==> src/rtl/core/dlz_pkg.sv <==
// Shared definitions for the LZ78 DNA trie block: character and mode codes,
// configuration defaults and the controller/datapath interface structs.
// No dependencies.
`default_nettype none

package dlz_pkg;

  // Default parameter value and fixed field widths.
  localparam int MAX_TREE_DEPTH_DEF = 8;
  localparam int DEPTH_W = 4;
  localparam int MODE_W = 2;
  localparam int BYTE_W = 8;
  localparam int NODES_W = 15;
  localparam int LEAVES_W = 17;
  localparam int FULL_W = 3;
  localparam int SCORE_W = 32;

  localparam logic [DEPTH_W-1:0] TREE_DEPTH_RST = 4'd8;

  // Input word mode codes.
  localparam logic [MODE_W-1:0] MODE_BUILD = 2'd0;
  localparam logic [MODE_W-1:0] MODE_SCORE = 2'd1;
  localparam logic [MODE_W-1:0] MODE_BEGIN = 2'd2;
  localparam logic [MODE_W-1:0] MODE_NONE = 2'd3;

  // Text characters with special meaning.
  localparam logic [BYTE_W-1:0] CH_NL = 8'h0A;
  localparam logic [BYTE_W-1:0] CH_HDR = 8'h3E;
  localparam logic [BYTE_W-1:0] CH_N = 8'h4E;
  localparam logic [BYTE_W-1:0] CH_LOWER_A = 8'h61;
  localparam logic [BYTE_W-1:0] CASE_OFS = 8'd32;

  typedef struct packed {
    logic accept;  // input word taken this cycle
    logic commit;  // bitmap read data is valid, finish the lookup
    logic load;    // move the finished result into the output register
    logic clear;   // write zero to the next bitmap entry
  } dlz_cmd_t;

  typedef struct packed {
    logic need_lookup;  // the offered word needs a bitmap read
    logic clear_last;   // clear sweep is at its final entry
  } dlz_sts_t;

endpackage

`default_nettype wire

==> src/rtl/core/dlz_ctrl.sv <==
// Controller for the LZ78 DNA trie block: bitmap clear sweep, lookup
// sequencing and the valid/stall handshakes. Depends on dlz_pkg.
`default_nettype none

module dlz_ctrl
  import dlz_pkg::*;
(
  input  wire logic     clk_i,
  input  wire logic     rst_ni,
  input  wire logic     in_valid_i,
  output logic          in_stall_o,
  output logic          out_valid_o,
  input  wire logic     out_stall_i,
  input  wire dlz_sts_t sts_i,
  output dlz_cmd_t      cmd_o
);

  typedef enum logic [1:0] {
    ST_CLEAR,
    ST_IDLE,
    ST_LOOKUP
  } state_e;

  state_e state_q, state_d;
  logic   pend_q, pend_d;
  logic   out_valid_q, out_valid_d;
  logic   load;
  logic   can_take;
  logic   accept;

  // A finished result waits in pend_q until the output register is free.
  assign load = pend_q && (!out_valid_q || !out_stall_i);
  assign can_take = (state_q == ST_IDLE) && (!pend_q || load);
  assign accept = can_take && in_valid_i;

  assign in_stall_o = !can_take;
  assign out_valid_o = out_valid_q;

  assign cmd_o.accept = accept;
  assign cmd_o.commit = (state_q == ST_LOOKUP);
  assign cmd_o.load = load;
  assign cmd_o.clear = (state_q == ST_CLEAR);

  always_comb begin
    state_d = state_q;
    unique case (state_q)
      ST_CLEAR: begin
        if (sts_i.clear_last) begin
          state_d = ST_IDLE;
        end
      end
      ST_IDLE: begin
        if (accept && sts_i.need_lookup) begin
          state_d = ST_LOOKUP;
        end
      end
      ST_LOOKUP: begin
        state_d = ST_IDLE;
      end
      default: begin
        state_d = ST_CLEAR;
      end
    endcase
  end

  assign pend_d = (pend_q && !load) || (accept && !sts_i.need_lookup) ||
                  (state_q == ST_LOOKUP);
  assign out_valid_d = load || (out_valid_q && out_stall_i);

  always_ff @(posedge clk_i or negedge rst_ni) begin
    if (!rst_ni) begin
      state_q <= ST_CLEAR;
      pend_q <= 1'b0;
      out_valid_q <= 1'b0;
    end else begin
      state_q <= state_d;
      pend_q <= pend_d;
      out_valid_q <= out_valid_d;
    end
  end

`ifndef SYNTHESIS
  // A lookup always finishes in the cycle right after its word was taken.
  assert property (@(posedge clk_i) disable iff (!rst_ni)
    (state_q == ST_LOOKUP) |=> (state_q == ST_IDLE))
    else $error("lookup did not finish in one cycle");

  // No word may enter while the bitmap is still being cleared.
  assert property (@(posedge clk_i) disable iff (!rst_ni)
    (state_q == ST_CLEAR) |-> in_stall_o)
    else $error("input taken during bitmap clear");

  // A word that needs no lookup leaves a pending result behind.
  assert property (@(posedge clk_i) disable iff (!rst_ni)
    (accept && !sts_i.need_lookup) |=> pend_q)
    else $error("result of a word was lost");

  // Every load into the output register shows up as a valid word.
  assert property (@(posedge clk_i) disable iff (!rst_ni)
    load |=> out_valid_o)
    else $error("loaded result not presented");
`endif

endmodule

`default_nettype wire

==> config.mk <==
export PLATFORM = sky130hd
export DESIGN_NAME = dlz_ctrl
export DESIGN_NICKNAME = d
export VERILOG_FILES = /design/src/rtl/core/dlz_pkg.sv /design/src/rtl/core/dlz_ctrl.sv
export SDC_FILE = /design/constraint.sdc
export NUM_CORES = 1
export LEC_CHECK = 0
export ABC_AREA = 1
export BUFFER_PORTS_ARGS = -buffer_cell sky130_fd_sc_hd__buf_4
export CAP_MARGIN = 0
export CORE_AREA = 5 5 42 44
export DETAILED_ROUTE_END_ITERATION = 10
export DIE_AREA = 0 0 47 49
export GPL_TIMING_DRIVEN = 0
export PLACE_DENSITY = 0.4
export SETUP_SLACK_MARGIN = 0.3
export SLEW_MARGIN = 20
export SYNTH_ARGS = -nofsm -noshare
export SYNTH_HDL_FRONTEND = slang
export SYNTH_SLANG_ARGS = --single-unit
export TNS_END_PERCENT = 20
==> constraint.sdc <==
create_clock -name clk_i -period 1.1 [get_ports clk_i]
set_input_delay 0.055 -clock clk_i [delete_from_list [all_inputs] [get_ports clk_i]]
set_output_delay 0.055 -clock clk_i [all_outputs]
set_load 0.01 [all_outputs]
=== After elaboration in Yosys (flattened, before gate mapping) ===
Index checks and enable logic that the tools add are counted.

* Equal/unequal tests: 4
* Muxes and demuxes: 3
* Reduce and logical (&&, ||, !) cells: 20

{| class="wikitable"
|+ Operators by type and width
! cell !! count
|-
| 1-bit logical AND || 7
|-
| 1-bit zero test || 6
|-
| 2-bit case mux with 3 select lines || 1
|-
| 1-bit logical OR || 5
|-
| 2-bit 2-to-1 mux || 2
|-
| 2-bit by 1-bit == test with 1-bit output (second input constant) || 1
|-
| 2-bit == test (second input constant) || 1
|-
| 2-bit zero test || 1
|-
| 2-bit by 1-bit inequality test with 1-bit output (second input constant) || 1
|-
| 2-bit inequality test (second input constant) || 1
|-
| 2-bit AND reduction || 1
|}

* Flip-flop bits (word level): 4
* Output and inout port bits: 6
* Word-level logic and storage cells: 30

=== Depth between registers and ports, before layout ===
Gate-level depths: netlist of the first run.

* Depth after elaboration: 9
* Mapped depth: 5
* Depth with buffers taken out: 5

=== Least setup slack after synthesis of the first run ===
OpenSTA, ideal clock, no wires.

* Kind: register to register
* Start: register state_q[1]
* End: register state_q[0]
* Library setup time: 120 ps
* Arrival: 754 ps
* Required time: 980 ps
* Slack: 225 ps
* Cell stages (with the launch flop): 5
* Buffers on the path: 0
* Period minus slack after synthesis: 875 ps
* Path through: dfrtp_1 nor2_4 nand4_1 nand2_1 nand2_1

* Cells in the longest elaborated chain, start to end: 6
* Elaborated cells on any way between the ends: 10

{| class="wikitable"
|+ RTL lines
! what !! RTL line !! source
|-
| from (decl) || dlz_ctrl.sv:24 || <nowiki>state_e state_q, state_d;</nowiki>
|-
| from (signal assigned) || dlz_ctrl.sv:76 || <nowiki>state_q <= state_d;</nowiki>
|-
| 2-bit by 1-bit == test with 1-bit output || dlz_ctrl.sv:33, dlz_ctrl.sv:46 ||
|-
| 1-bit logical AND || dlz_ctrl.sv:33 || <nowiki>assign can_take = (state_q == ST_IDLE) && (!pend_q || load);</nowiki>
|-
| 1-bit logical AND || dlz_ctrl.sv:34 || <nowiki>assign accept = can_take && in_valid_i;</nowiki>
|-
| 1-bit logical AND || dlz_ctrl.sv:53 || <nowiki>if (accept && sts_i.need_lookup) begin</nowiki>
|-
| 2-bit by 1-bit inequality test with 1-bit output (no source line) || n/a ||
|-
| 2-bit AND reduction (no source line) || n/a ||
|}

Several ways; a longest one is shown, not always the timed one.
A chain may end at the register's enable or synchronous reset.

=== Final worst setup path of the first run ===
* Start: register state_q[1]
* End: output cmd_o[3] in the netlist's numbering

* Cells in the longest elaborated chain, start to end: 3

{| class="wikitable"
|+ RTL lines
! what !! RTL line !! source
|-
| 2-bit by 1-bit == test with 1-bit output || dlz_ctrl.sv:33 ||
|-
| 1-bit logical AND || dlz_ctrl.sv:33 ||
|-
| 1-bit logical AND || dlz_ctrl.sv:34 ||
|-
| to (decl) || dlz_ctrl.sv:15 || <nowiki>output dlz_cmd_t cmd_o</nowiki>
|}

Every way passes these cells.

==> results of run 1 <==
==> kinds of logic (layout without fill, tap and decap cells) <==
| kind of cell | Yosys count | count (layout) | synth area share |
|---|---|---|---|
| AND/OR/NAND/NOR | 11 | 11 | 0.290 |
| buffers and inverters | 7 | 31 | 0.153 |
| AO/OA/AOI/OAI | 4 | 4 | 0.102 |
| flip-flops | 4 | 4 | 0.455 |
==> layout by cell type, fill, tap and decap left out <==
cell type and n:
nand4_1 1, a21oi_2 1, inv_1 2, buf_4 16, buf_6 5, nor2_1 2, o21bai_1 1, nand3_2 2
nand2_1 5, clkbuf_4 3, dlygate4sd3_1 2, inv_2 3, o21ai_0 2, dfrtp_1 4, nor2_4 1
==> worst max path at each step <==
stage                          start          to  slack [ns]  cells past startpoint
after floorplan           state_q[1]  state_q[0]        0.23                      4
after global placement    state_q[1]    cmd_o[3]        0.12                      5
after detailed placement  state_q[1]    cmd_o[3]        0.12                      5
after CTS                 state_q[0]    cmd_o[3]       -0.06                      6
after global routing      state_q[1]    cmd_o[3]       -0.12                      5
final                     state_q[1]    cmd_o[3]       -0.05                      5
==> per-layer routing <==
| layer | vias up | wire length [um] |
|---|---|---|
| met1 | 107 | 251 |
| li1 | 128 | - |
| met4 | 0 | 10 |
| met3 | 2 | 70 |
| met5 | - | 0 |
| met2 | 12 | 248 |
==> flip-flops by register name, indices dropped and copies added (netlist names) <==
signal,cells
pend_q,1
out_valid_o,1
state_q,2
==> synthesized netlist by cell type <==
cell type / instances
o21bai_1: 1
a21oi_1: 1
nand3_2: 2
dfrtp_1: 4
nor2_1: 2
nand2_1: 5
inv_1: 4
inv_2: 1
buf_4: 2
nor2_4: 1
nand4_1: 1
o21ai_0: 2
==> timing repair <==
item                       4_1_cts  5_1_grt
hold buffers                     2        0
hold endpoints to repair         5        0
setup endpoints to repair        9        9
pin swaps                        5        6
setup buffers                    7        1
gates resized for setup          6        2
==> final cells by class <==
| class | instances | area, um2 |
|---|---|---|
| Fill cell | 161 | 953 |
| Timing Repair Buffer | 21 | 178 |
| Tap cell | 16 | 20.0 |
| Buffer | 2 | 18.8 |
| Multi-Input combinational cell | 15 | 90.1 |
| Inverter | 5 | 18.8 |
| Sequential cell | 4 | 100 |
| Clock buffer | 3 | 22.5 |
==> where the power goes <==
part | switching, mW | internal, mW
clock network | 0.0617 | 0.122
registers | 0.0584 | 0.205
logic | 0.254 | 0.398
total | 0.374 | 0.725
==> worst max-delay path, delay by kind of cell, from the launching register on <==
family	cells	cell delay (ns)
buffers and inverters	3	0.22
AND/OR/NAND/NOR	2	0.24
flip-flops	1	0.40
==> stage by stage <==
stage,setup TNS (ns),total power [mW],utilization
2_1_floorplan,0,0.492,-
3_3_place_gp,0,0.680,0.230
3_5_place_dp,0,0.678,0.230
4_1_cts,-0.110,1.08,0.312
5_1_grt,-0.255,1.19,0.320
6_report,-0.101,1.10,0.320
==> impl_metrics.yaml, run 1 <==
sta:
  period_share: 1.05
  maxSlewViolCount: 0
  skew_ns: 0.00140
  fin_worst_hold_slack_ns: 0.0445
  rsz0062_at_grt: "true"
  slew_headroom: 0.896
  hold_viol_final: 0
  setup_violations: 2
  clock.fmax_mhz: 869
  period_minus_slack_ns: 1.15
  tightest_slew_ns: 0.157
  finalWorstSetupSlack_ns: -0.0505
synth:
  synth-seq-cells: 4
  avgSynthCellArea_um2: 8.47
  yosys.area.top_type: "dfrtp_1"
  ys.warnings.count: 0
  syn_inst: 26
  syn_nets: 32
  synth_cell_type_count: 12
  synth_area_um2: 220
  synth_top_area_share: 0.455
  ys_seq_area_frac: 0.455
  ys_top_cells_by_area: "dfrtp_1 (45%), nand3_2 (9.1%), nand2_1 (8.5%), buf_4 (6.8%), inv_1 (6.8%)"
detailed_routing:
  drtIter0Drc: 0
  vias: 249
  final_antenna_net_count: 0
  first_pass_iters: 1
  drc: 0
  wl_um: 581
  wl_per_cell_um: 8.80
  vias_per_cell: 3.77
setup_path:
  end_kind: "output pin"
  slowest_stage: "dfrtp_1"
  r2r_start: "state_q[1]"
  timing.rr.end: "state_q[0]"
  startpoint_type: "flip-flop"
  cp.required_ns: 1.04
  crit_fanout: 3
  crit_type: "flip-flop to output pin"
  reg2reg_slack_ns: 0.09
  timing.critical_path.mode_cell: "buf_6"
  arrival_ns: 1.10
  reg2reg_depth: 5
  path_cells: "nor2_4 -> nand3_2 -> inv_2 -> buf_6 -> buf_6"
  max_stage_delay_ns: 0.40
global_route:
  grt.met1_usage: 0.0625
  antenna_found_initial: 0
  top_usage_layer: "met2"
  grt_max_degree: 5
  grt_remaining_overflow: 0
  use_met2: 0.0882
  grt_pass1_vias: 281
  grt_use_met3: 0.0480
  gr-usage-all-layers: 0.0651
  grt_pass1_wl_um: 993
floorplan:
  num_rows: 14
  io-pin-count: 12
  initial_utilization: 0.157
  core_um2: 1400
  design.die.area_um2: 2300
  dieHeight_um: 49
  die_x_um: 47
power_and_ir_drop:
  power.density_nw_per_um2: 2450
  leakagePower_nw: 0.243
  peakVddDrop_mv: 1.07
cts:
  cts-root-buf: "clkbuf_4"
  path_clk_slew_ns: 0.04
  cts_tree: "done"
  clock_latency_ns: 0.24
  cts_buffers: 3
  clock_sinks: 4
  htreeDepth: 1
  clock_path_buffers: 2
cells_and_area:
  fin_area_um2: 448
  nets: 58
  instances_no_fill: 66
  areaGrowthSynthToFinish_pct: 103
  drive_gt1_frac: 0.620
  antennaDiodeCount: 0
flow_run:
  cap_violations: 0
place:
  hpwlAfterDp_um: 399
  placed_cell_area_um2: 323
  io_buffers: 11
  gp_congestion: 0.658
  place_inst: 53
  dp_slack_ns: 0.123
hold_path:
  hold_depth: 3
  hold_end: "state_q[0]"
  hold_path.class: "input pin to flip-flop"
  min_from: "sts_i[0]"
outcome:
  outcome: "finished with violations"
  violations: "negative setup slack"
No activity file was read; power rests on OpenSTA's default activity.
==> run 2: changes to the inputs <==
--- a/config.mk
+++ b/config.mk
@@ -8,10 +8,11 @@
 export ABC_AREA = 1
 export BUFFER_PORTS_ARGS = -buffer_cell sky130_fd_sc_hd__buf_4
 export CAP_MARGIN = 0
-export CORE_AREA = 5 5 42 44
+export CORE_AREA = 2 2 39 41
 export DETAILED_ROUTE_END_ITERATION = 10
-export DIE_AREA = 0 0 47 49
+export DIE_AREA = 0 0 41 43
 export GPL_TIMING_DRIVEN = 0
+export HOLD_SLACK_MARGIN = 0.12
 export PLACE_DENSITY = 0.4
 export SETUP_SLACK_MARGIN = 0.3
 export SLEW_MARGIN = 20
==> run 2 against run 1 <==
The flow still finishes with violations (negative setup slack). Fmax down 1.4%. Cell area down 1.4%. Non-clock buffer count unchanged. Global-route usage up 2.4 points. Highest routed layer is now met3. Cell count unchanged. Clock power down 4%. Sequential share of layout area up 0.32 points. Hold slack better by 0.069 ns. Critical path type unchanged.
==> impl_metrics.yaml, run 2 (synthesis results as in run 1) <==
setup_path:
  r2r_start: "state_q[0]"
  path_depth: 6
  path_cells: "inv_2 -> nor2_4 -> nand3_2 -> inv_2 -> buf_6 -> buf_6"
  cp.required_ns: 1.04
  slowest_stage: "dfrtp_1"
  end_kind: "output pin"
  reg2reg_slack_ns: 0.01
  arrival_ns: 1.11
  crit_type: "flip-flop to output pin"
  max_stage_delay_ns: 0.37
  reg2reg_depth: 6
  timing.rr.end: "pend_q"
  startpoint_type: "flip-flop"
  cp_top_family: "flip-flops"
  critical_path_buf_inv_count: 4
  crit_fanout: 3
cts:
  clock_latency_ns: 0.23
  clock_sinks: 4
  cts-root-buf: "clkbuf_4"
  cts_tree: "done"
  htreeDepth: 1
  path_clk_slew_ns: 0.04
  clock_path_buffers: 2
  cts_hold_buf: 4
  cts_buffers: 3
sta:
  slew_headroom: 0.908
  maxSlewViolCount: 0
  skew_ns: 0.00518
  hold_viol_final: 0
  setup_violations: 1
  fin_worst_hold_slack_ns: 0.114
  period_share: 1.06
  clock.fmax_mhz: 857
  period_minus_slack_ns: 1.17
  finalWorstSetupSlack_ns: -0.0668
  rsz0062_at_grt: "true"
  tightest_slew_ns: 0.136
detailed_routing:
  drtIter0Drc: 2
  wl_um: 553
  drc: 0
  final_antenna_net_count: 0
  first_pass_iters: 3
  vias: 250
  wl_per_cell_um: 8.38
  vias_per_cell: 3.79
global_route:
  gr-usage-all-layers: 0.0886
  grt_remaining_overflow: 0
  grt_max_degree: 5
  antenna_found_initial: 0
  grt_pass1_wl_um: 1020
  grt_pass1_vias: 266
hold_path:
  hold_path.class: "input pin to flip-flop"
  hold_end: "state_q[1]"
  hold_depth: 3
  min_from: "in_valid_i"
cells_and_area:
  multi_input_area_um2: 86.3
  nets: 58
  drive_gt1_frac: 0.560
  largest_register_ff_count: 2
  largest_register: "state_q"
  most-common-layout-cells: "buf_4 (16), nand2_1 (5), dlygate4sd3_1 (4), dfrtp_1 (4)"
  regArea_um2: 100
  areaGrowthSynthToFinish_pct: 101
  final_common_cell: "buf_4"
  num-fill-cells: 156
  instances_no_fill: 66
  antennaDiodeCount: 0
floorplan:
  die_x_um: 41
  io-pin-count: 12
  design.die.area_um2: 1760
  num_rows: 14
  dieHeight_um: 43
  initial_utilization: 0.159
  core_um2: 1380
place:
  hpwlAfterDp_um: 393
  place_inst: 53
  dp_slack_ns: 0.124
  io_buffers: 11
  gp_congestion: 0.622
power_and_ir_drop:
  peakVddDrop_mv: 0.629
  finalPower_mw: 1.03
  power.density_nw_per_um2: 2330
  leakagePower_nw: 0.240
outcome:
  outcome: "finished with violations"
  violations: "negative setup slack"
flow_run:
  cap_violations: 0
==> run 2: stage by stage <==
step / cell area (um2) / setup TNS (ns) / util
2_1_floorplan: 220 / 0 / -
3_3_place_gp: 323 / 0 / 0.233
3_5_place_dp: 323 / 0 / 0.233
4_1_cts: 442 / -0.0754 / 0.319
5_1_grt: 442 / -0.253 / 0.319
6_report: 442 / -0.0668 / 0.319
==> run 2: worst register-to-register path, delay by kind of cell (launching register included) <==
kind | cells | cell delay (ns)
compound gates | 1 | 0.10
buf+inv | 3 | 0.32
flops | 1 | 0.37
simple gates | 2 | 0.23
==> run 2: worst max path at each step <==
stage	startpoint	end
5_1_grt	state_q[0]	cmd_o[3]
2_1_floorplan	state_q[1]	state_q[0]
4_1_cts	state_q[0]	cmd_o[3]
3_3_place_gp	state_q[1]	cmd_o[3]
6_report	state_q[0]	cmd_o[3]
3_5_place_dp	state_q[1]	cmd_o[3]
==> run 2: cell type report <==
class	instances	area share
multi-input cells	15	0.195
inverters	5	0.0425
plain buffers	2	0.0425
clock buffers	3	0.0510
repair buffers	21	0.397
flip-flops and latches	4	0.227
well taps	16	0.0453
==> run 2: where the power goes <==
group	switching, mW	internal (mW)
clock	0.0555	0.122
combinational	0.243	0.352
sequential	0.0522	0.205
total	0.350	0.679
==> run 2: layer usage <==
layer,track usage,vias to the layer above,routed length [um]
met4,0.0600,0,0
met2,0.116,11,234
li1,-,130,-
met1,0.107,109,255
met5,0,-,0
met3,0.0471,0,62
==> run 2: repair_timing <==
action / CTS / global route
buffers inserted: 6 / 0
hold endpoints to repair: 8 / 1
gates cloned: 0 / 0
pin swaps: 5 / 1
setup endpoints to repair: 9 / 10
gates resized for setup: 4 / 1
==> run 3: changes to the inputs <==
==> constraint.sdc (replaced) <==
create_clock -name clk_i -period 1.27 [get_ports clk_i]
set_input_delay 0.0635 -clock clk_i [delete_from_list [all_inputs] [get_ports clk_i]]
set_output_delay 0.0635 -clock clk_i [all_outputs]
set_load 0.01 [all_outputs]
==> run 3 against run 2 <==
The run now ends clean. Die area stayed put. Core utilization is 0.27 points higher. First-iteration DRC count stayed put. Non-clock buffer count is 1 higher. Register-to-register slack better by 0.18 ns. Global-route usage is 0.31 points lower. Critical path type unchanged. Hold slack better by 0.011 ns.
==> impl_metrics.yaml, run 3 (synthesis results as in run 1) <==
cells_and_area:
  final_core_utilization: 0.322
  num-fill-cells: 154
  areaGrowthSynthToFinish_pct: 102
  antennaDiodeCount: 0
  most-common-layout-cells: "buf_4 (18), nand2_1 (5), dlygate4sd3_1 (4), dfrtp_1 (4)"
  largest_register_ff_count: 2
  largest_register: "state_q"
  final_common_cell: "buf_4"
  drive_gt1_frac: 0.549
  nets: 59
global_route:
  antenna_found_initial: 0
  grt_remaining_overflow: 0
  grt_pass1_wl_um: 1010
  grt_max_degree: 5
  grt_pass1_vias: 274
  gr-usage-all-layers: 0.0855
detailed_routing:
  drtIter0Drc: 2
  vias: 254
  wl_um: 579
  final_antenna_net_count: 0
  drc: 0
  wl_per_cell_um: 8.64
  vias_per_cell: 3.79
  first_pass_iters: 2
sta:
  maxSlewViolCount: 0
  skew_ns: 0.00125
  rsz0062_at_grt: "true"
  period_minus_slack_ns: 1.16
  clock.fmax_mhz: 864
  setup_violations: 0
  setup-tns-final_ns: 0
  tightest_slew_ns: 0.163
  slew_headroom: 0.891
  period_share: 0.911
  hold_viol_final: 0
power_and_ir_drop:
  switching_share: 0.346
  switching_power_uw: 307
  leakagePower_nw: 0.243
  clockPowerShare: 0.181
  combinationalPowerShare: 0.565
  power.density_nw_per_um2: 1990
  peakVddDrop_mv: 0.529
  intPower_uw: 580
  finalPower_uw: 887
  p_seq_frac: 0.254
setup_path:
  crit_fanout: 3
  startpoint_type: "flip-flop"
  crit_type: "flip-flop to output pin"
  arrival_ns: 1.09
  end_kind: "output pin"
  cp.required_ns: 1.21
floorplan:
  num_rows: 14
  io-pin-count: 12
  dieHeight_um: 43
  core_um2: 1380
  design.die.area_um2: 1760
  initial_utilization: 0.159
  die_x_um: 41
cts:
  cts_buffers: 3
  clock_path_buffers: 2
  cts-root-buf: "clkbuf_4"
  clock_latency_ns: 0.23
  path_clk_slew_ns: 0.04
  clock_sinks: 4
  cts_tree: "done"
  htreeDepth: 1
flow_run:
  cap_violations: 0
place:
  hpwlAfterDp_um: 365
  io_buffers: 11
  gp_congestion: 0.623
outcome:
  outcome: "finished clean"
hold_path:
  hold_path.class: "input pin to flip-flop"
[run 3: cell types whose count changed in the layout (fill, tap and decap cells not counted), sizes merged]
cell,delta
buf,+1
[run 3: power groups by stage]
| stage | clock (mW) | combinational [mW] | sequential [mW] |
|---|---|---|---|
| global route | 0.176 | 0.551 | 0.231 |
| global placement | 0 | 0.350 | 0.236 |
| finish | 0.161 | 0.501 | 0.225 |
| detailed placement | 0 | 0.351 | 0.234 |
| CTS | 0.167 | 0.502 | 0.224 |
| floorplan | 0 | 0.195 | 0.231 |
[run 3: final cells by class]
class	instances	area (um2)	area share
repair buffers	22	179	0.402
flip-flops and latches	4	100	0.225
multi-input cells	15	86.3	0.194
clock buffers	3	22.5	0.0506
well taps	16	20.0	0.0449
plain buffers	2	18.8	0.0421
inverters	5	18.8	0.0421
[run 3: per-layer routing]
metal	wire length, um	GRT usage
met1	280	0.0971
met2	248	0.125
met3	50	0.0314
met4	0	0.0600
met5	0	0
[run 3: critical path: stages, from the launching register on]
cell	delay [ns]
dfrtp_1	0.37
inv_2	0.06
nor2_4	0.12
nand3_2	0.08
inv_2	0.06
buf_6	0.08
buf_6	0.08
[run 3: worst paths after layout]
check / startpoint / to / slack, ns / depth (start not counted)
max: state_q[0] / cmd_o[3] / 0.11 / 6
min: in_valid_i / state_q[1] / 0.12 / 3
max reg2reg: state_q[0] / pend_q / 0.19 / 6
min reg2reg: pend_q / out_valid_o / 0.49 / 2
max in group asynchronous: rst_ni / pend_q / 1.00 / 2
min in group asynchronous: rst_ni / state_q[1] / 0.17 / 2
[run 3: stage by stage]
step	area [um2]	hold slack, ns	worst slack [ns]	std cells
after floorplan	220	-0.232	0.395	26
final	445	0.125	0.113	67
after detailed placement	323	-0.138	0.288	53
after CTS	445	0.122	0.105	67
after global placement	323	-0.137	0.276	53
after global routing	445	0.142	0.0507	67
[run 3: repair_timing]
action | in CTS | in global routing
gates resized for setup | 3 | 0
hold endpoints to repair | 8 | 0
setup buffers | 7 | 0
hold buffers | 4 | 0
setup endpoints to repair | 5 | 8
pin swaps | 3 | 0
